File: config.mk
export PLATFORM = sky130hd
export DESIGN_NAME = spp_ctrl
export DESIGN_NICKNAME = d
export VERILOG_FILES = /design/src/spp_pkg.sv /design/src/spp_ctrl.sv
export VERILOG_INCLUDE_DIRS = /design/src /design/src/src
export SDC_FILE = /design/constraint.sdc
export NUM_CORES = 1
export LEC_CHECK = 0
export ABC_AREA = 0
export BUFFER_PORTS_ARGS = -buffer_cell sky130_fd_sc_hd__buf_2
export CORE_MARGIN = 4
export CORE_UTILIZATION = 50
export CTS_CLUSTER_DIAMETER = 30
export CTS_CLUSTER_SIZE = 30
export DETAILED_ROUTE_END_ITERATION = 8
export PLACE_DENSITY = 0.77
export SYNTH_ARGS = -nofsm -noshare
export SYNTH_HDL_FRONTEND = slang
export SYNTH_SLANG_ARGS = --single-unit
File: constraint.sdc
create_clock -name i_clk -period 1.7 [get_ports i_clk]
set_input_delay 0.085 -clock i_clk [delete_from_list [all_inputs] [get_ports i_clk]]
set_output_delay 0.085 -clock i_clk [all_outputs]
set_load 0.01 [all_outputs]
File: src/skewed_predicate_predictor_assert.svh
// Assertion macros used by the predictor's controller (spp_ctrl).
`ifndef SKEWED_PREDICATE_PREDICTOR_ASSERT_SVH
`define SKEWED_PREDICATE_PREDICTOR_ASSERT_SVH

// Same-cycle implication, checked out of reset.
`define SPP_ASSERT_NOW(label, clk, rst_n, ante, cons) \
    label: assert property (@(posedge clk) disable iff (!(rst_n)) (ante) |-> (cons)) \
        else $error("spp assertion failed");

// Next-cycle implication, checked out of reset.
`define SPP_ASSERT_NEXT(label, clk, rst_n, ante, cons) \
    label: assert property (@(posedge clk) disable iff (!(rst_n)) (ante) |=> (cons)) \
        else $error("spp assertion failed");

`endif

File: src/spp_pkg.sv
// Package: sizes, codes, types and hash helpers of the skewed predicate predictor.
package spp_pkg;

    localparam int INDEX_BITS = 12;
    localparam int HIST_BITS  = 16;

    localparam logic [1:0] MODE_QUERY   = 2'd0;
    localparam logic [1:0] MODE_PREDICT = 2'd1;
    localparam logic [1:0] MODE_TRAIN   = 2'd2;
    localparam logic [1:0] MODE_RESTORE = 2'd3;

    // 2-bit counter: 0 strong false, 1 weak false, 2 weak true, 3 strong true
    localparam logic [1:0] CTR_STRONG_FALSE = 2'd0;
    localparam logic [1:0] CTR_WEAK_FALSE   = 2'd1;
    localparam logic [1:0] CTR_STRONG_TRUE  = 2'd3;

    typedef struct packed {
        logic [1:0]  mode;
        logic [63:0] instr_addr;
        logic [1:0]  slot_offset;
        logic [5:0]  pred_reg;
        logic        outcome;
        logic [15:0] hist_value;
    } t_req;

    typedef struct packed {
        logic                  load;
        logic                  read;
        logic                  update;
        logic                  emit;
        logic                  clr_we;
        logic [INDEX_BITS-1:0] clr_addr;
    } t_cmd;

    typedef struct packed {
        logic out_free;
    } t_sts;

    // H rotation (bit 62 of the result is zero, not v[63])
    function automatic logic [63:0] rot_h(input logic [63:0] v);
        return {v[63] ^ v[0], 1'b0, v[62:1]};
    endfunction

    // inverse-H rotation
    function automatic logic [63:0] rot_hi(input logic [63:0] v);
        return {v[62:0], v[63] ^ v[62]};
    endfunction

    function automatic logic ctr_strong(input logic [1:0] c);
        return (c == CTR_STRONG_FALSE) || (c == CTR_STRONG_TRUE);
    endfunction

    function automatic logic [1:0] ctr_train(input logic [1:0] c, input logic up);
        logic [1:0] res;
        res = c;
        if (up) begin
            if (c != CTR_STRONG_TRUE) res = c + 2'd1;
        end else begin
            if (c != CTR_STRONG_FALSE) res = c - 2'd1;
        end
        return res;
    endfunction

    function automatic logic vote3(input logic a, input logic b, input logic c);
        return (a & b) | (a & c) | (b & c);
    endfunction

endpackage

File: src/spp_ctrl.sv
// Controller: bank clearing pass and per-transaction sequencing.
`include "skewed_predicate_predictor_assert.svh"

module spp_ctrl import spp_pkg::*; (
    input  logic i_clk,
    input  logic i_rst_n,
    input  logic i_in_valid,
    input  t_sts i_sts,
    output logic o_in_ready,
    output t_cmd o_cmd
);

    localparam logic [2:0] ST_CLEAR  = 3'd0;
    localparam logic [2:0] ST_IDLE   = 3'd1;
    localparam logic [2:0] ST_READ   = 3'd2;
    localparam logic [2:0] ST_UPDATE = 3'd3;
    localparam logic [2:0] ST_DONE   = 3'd4;

    logic [2:0]            r_state, n_state;
    logic [INDEX_BITS-1:0] r_clr, n_clr;

    always_ff @(posedge i_clk) begin
        if (!i_rst_n) begin
            r_state <= ST_CLEAR;
            r_clr   <= '0;
        end else begin
            r_state <= n_state;
            r_clr   <= n_clr;
        end
    end

    always_comb begin
        n_state        = r_state;
        n_clr          = r_clr;
        o_in_ready     = 1'b0;
        o_cmd          = '0;
        o_cmd.clr_addr = r_clr;
        unique case (r_state)
            ST_CLEAR: begin
                o_cmd.clr_we = 1'b1;
                n_clr        = r_clr + 1'b1;
                if (r_clr == '1) n_state = ST_IDLE;
            end
            ST_IDLE: begin
                o_in_ready = 1'b1;
                if (i_in_valid) begin
                    o_cmd.load = 1'b1;
                    n_state    = ST_READ;
                end
            end
            ST_READ: begin
                o_cmd.read = 1'b1;
                n_state    = ST_UPDATE;
            end
            ST_UPDATE: begin
                o_cmd.update = 1'b1;
                n_state      = ST_DONE;
            end
            ST_DONE: begin
                if (i_sts.out_free) begin
                    o_cmd.emit = 1'b1;
                    n_state    = ST_IDLE;
                end
            end
            default: n_state = ST_CLEAR;
        endcase
    end

    `SPP_ASSERT_NEXT(a_load_reads, i_clk, i_rst_n, o_cmd.load, o_cmd.read)
    `SPP_ASSERT_NEXT(a_read_updates, i_clk, i_rst_n, o_cmd.read, o_cmd.update)
    `SPP_ASSERT_NEXT(a_emit_idle, i_clk, i_rst_n, o_cmd.emit, o_in_ready && !o_cmd.emit)
    `SPP_ASSERT_NOW(a_no_accept_in_clear, i_clk, i_rst_n, o_cmd.clr_we,
                    !o_in_ready && !o_cmd.update)

endmodule

# Yosys cells after proc, flatten, opt, wreduce, memory -nomap -nowiden
# Cells that the tools add are included.
[totals]
register_bits = 15
latchBits = 0
ramBits = 0
rom_bits = 0
wordCells = 25
mem_count = 0
[classes]
n_addsub = 1
mul = 0
div = 0
order_cmp = 0
n_eq_ne = 8
shifts = 0
n_mux = 12
bitwise_logic = 0
n_reduce_logical = 2
[op_table]
columns = ["cell", "count"]
rows = [
  ["3-bit case mux with 5 select lines", 1],
  ["12-bit by 1-bit adder with 12-bit output, second input constant", 1],
  ["12-bit equality test, second input constant", 1],
  ["3-bit 2-to-1 mux", 3],
  ["1-bit 2-to-1 mux", 8],
  ["3-bit by 2-bit equality test with 1-bit output, second input constant", 2],
  ["2-bit inequality test, second input constant", 3],
  ["3-bit by 1-bit equality test with 1-bit output, second input constant", 1],
  ["3-bit equality test, second input constant", 1],
  ["3-bit logical NOT", 1],
  ["3-bit AND reduction", 1],
]

# Longest topological paths before layout
[depth]
word_depth = 3
depth_mapped = 6

# Worst setup path before layout
# OpenSTA, ideal clock, no wires.
[synth_timing]
path_kind = "flip-flop to flip-flop"
startpoint = "reg r_state[1]"
endpoint = "reg r_clr[9]"
setup_ns = 0.072
arrival_ns = 1.447
t_required_ns = 1.628
slack_ns = 0.181
path_stages_with_launch = 6
synth_period_minus_slack_ns = 1.519
path_cell_list = "dfxtp_1 > buf_6 > or3_4 > buf_6 > nor4_1 > mux2i_1"
[synth_via]
elab_chain_len = 1
[synth_lines]
columns = ["element", "line_no", "text"]
rows = [
  ["start, declared", "spp_ctrl.sv:19", "logic [2:0] r_state, n_state;"],
  ["start signal, assigned", "spp_ctrl.sv:27", "r_state <= n_state;"],
  ["3-bit logical NOT", "spp_ctrl.sv:38", "unique case (r_state)"],
  ["end signal, assigned", "spp_ctrl.sv:28", "r_clr <= n_clr;"],
  ["end, declared", "spp_ctrl.sv:20", "logic [INDEX_BITS-1:0] r_clr, n_clr;"],
]
# Every way passes these cells.
# A chain may end at the register's enable or synchronous reset.

# Worst setup path after layout
[layout_timing]
startpoint = "reg r_state[2]"
endpoint = "reg r_clr[8]"
# Same word-level chain as after synthesis.

==> results by group <==
Final layout
  • Seq. cell area: 300 um2
  • Nets: 123
  • Final core occ: 0.617
  • Layout cells sized above 1: 0.308
  • Diode count: 0
  • Area growth syn-to-layout: 16.3%
  • Multi-input logic area: 443 um2
  • Final-layout fill cell count: 132

Timing
  • # setup viols final: 0
  • Max-slew violation count: 0
  • Fin crit period: 1.59 ns
  • Tightest Pin Transition: 0.345 ns
  • Slew headroom: 0.769
  • Max Fclk: 630 MHz
  • Period utilisation layout: 0.934
  • RSZ-0062 raised after global routing: no
  • Worst Skew: 0.000942 ns
  • Setup TNS Final: 0 ns
  • Final hold vios: 0
  • Final setup margin: 0.112 ns

Floorplan
  • Core Region: 1520 um2
  • Initial Utilization: 0.530
  • Ports: 22
  • Die Y-Extent: 48.2 um
  • # rows: 14
  • Die width: 48.2 um
  • Die Area: 2320 um2

Yosys
  • Post-synth EDFFs: 0
  • Seq/Total Area, Yosys: 0.372
  • Share of the synthesized area in the top cell type: 0.372
  • Synthesized cell area: 808 um2
  • Mean Syn Cell Area: 8.60 um2
  • Synth top area cells: dfxtp_1 (37%), mux2i_1 (6.2%), nand2_1 (5.1%)
  • Unique masters post-synth: 35
  • Post-synth net total: 99
  • Leading area contributor after synthesis: dfxtp_1
  • Yosys reg bits: 15
  • Syn Inst Count: 94
  • Main flop type after synthesis: dfxtp_1
  • Yosys Warn Count: 0
  • Commonest cells in the synthesized netlist: dfxtp_1 (15), nand2_1 (11), a21oi_1 (7)
  • Async SR Flop Fraction: 0
  • Top-count cell post-synth: dfxtp_1

Worst setup path
  • Critical path arrival: 1.80 ns
  • Worst-path cell chain: or3_4, or4_1, a21oi_1
  • CP startpoint kind: register
  • Critical Path Max Stage Delay: 0.51 ns
  • Crit path kind: reg2reg
  • Crit Path Max Fanout: 13
  • CP endpoint kind: register
  • CP Data Required Time: 1.91 ns
  • Highest-delay cell along the critical path: or4_1

Route
  • Vias/cell: 5.54
  • Router iterations before antenna repair: 4
  • Final wirelength: 1.63 mm
  • WL per Instance: 12.3 um
  • ANT nets after route: 0
  • DRC: 0
  • 1st-iter DRT viols: 13
  • Vias: 737

Run status
  • Status: completed

Global route
  • Number of global-route vias before repair: 650
  • First-pass GRT wire length: 2.75 mm
  • Largest net degree at the start of global routing: 14
  • Total GRT Usage: 0.167
  • Initial antenna violation count: 0
  • Grt total ovfl: 0

Clocking
  • Root buf cell: clkbuf_4
  • Hold-fix buffers, CTS: 0
  • Clock buffer depth: 2
  • H-Tree Depth: 1
  • Post-CTS Setup Inserts: 0
  • PostCTS Resize Cnt: 0
  • CTS buffer count: 3
  • Clock sinks: 15
  • Clk slew on worst S/H paths: 0.08 ns
  • CTS tree: yes
  • Clk_lat worst skew: 0.28 ns

Power and ir drop
  • Total leakage power: 0.385 nW
  • Peak VDD IR: 0.487 mV
  • Pwr dens: 645 nW/um2
  • Total Power: 606 uW

Placed design
  • Post-detail-place hpwl: 1.23 mm
  • Port Buffers: 21
  • GPL Wtd Cong: 0.785
  • Setup slack at placement: 0.142 ns

Hold path
  • Hold Crit Class: in2reg

Flow run
  • Max-cap check violation count: 0
-- layer usage --
| metal | global-route usage | vias up | wire [um] |
|---|---|---|---|
| met3 | 0.0664 | 2 | 80 |
| met5 | 0 | - | 0 |
| met4 | 0.0484 | 0 | 12 |
| met2 | 0.258 | 17 | 771 |
| met1 | 0.215 | 336 | 768 |
| li1 | - | 382 | - |
-- cell type report --
cell class	count	share of cell area
timing repair buffer	25	0.144
tap	16	0.0213
clock buffer	4	0.0280
inverter	4	0.0160
sequential	15	0.320
multi-input combinational	69	0.471
-- metrics by stage --
stage	cell area, um2	hold slack (ns)	instances
finish	940	0.133	133
global route	940	0.135	133
CTS	940	0.125	133
detailed placement	913	0.428	129
global placement	913	0.411	129
floorplan	808	0.279	94
-- cell families after synthesis --
group                    Yosys count  share of synthesized area
AO/OA/AOI/OAI                     14                      0.102
XOR/XNOR                           2                     0.0217
adder cells (fa/ha/maj)            1                     0.0155
buffers and inverters             10                     0.0805
flip-flops                        15                      0.372
multiplexers                       5                     0.0619
AND/OR/NAND/NOR                   47                      0.347
-- flip-flops by register name, summed over array words and instances (netlist names) --
signal   cells
r_clr       12
r_state      3
-- layout by cell type, fill, tap and decap left out, types with 3 or more instances in the layout --
cell,Yosys,routed
a21oi_1,7,7
buf_2,1,21
buf_4,1,4
clkbuf_4,0,3
dfxtp_1,15,15
inv_1,3,3
mux2i_1,5,5
nand2_1,11,11
nand2b_1,4,4
nand3_1,4,4
nor2_1,5,5
nor4_1,3,3
o21ai_0,3,3
-- power by group --
part / leakage, nW / internal, mW / switching (mW)
Combinational: 0.249 / 0.0196 / 0.0235
Sequential: 0.121 / 0.357 / 0.00620
Clock: 0.0150 / 0.0912 / 0.108
-- worst paths after layout --
path                            slack [ns]  cells past startpoint                      end                    start
worst max-delay path                  0.11                      3    r_clr[8]$_SDFFE_PN0N_  r_state[2]$_SDFFE_PN0P_
worst min-delay path                  0.13                      4  r_state[2]$_SDFFE_PN0P_                    i_sts
worst max register to register        0.11                      3    r_clr[8]$_SDFFE_PN0N_  r_state[2]$_SDFFE_PN0P_
worst min register to register        0.48                      2   r_clr[11]$_SDFFE_PN0N_   r_clr[11]$_SDFFE_PN0N_
-- critical path, delay by kind of cell (launching register included) --
family | cells | cell delay (ns)
DFF | 1 | 0.42
AOI/OAI and AO/OA | 1 | 0.15
and+or+nand+nor | 2 | 0.95
Power figures use the tool's default switching activity.
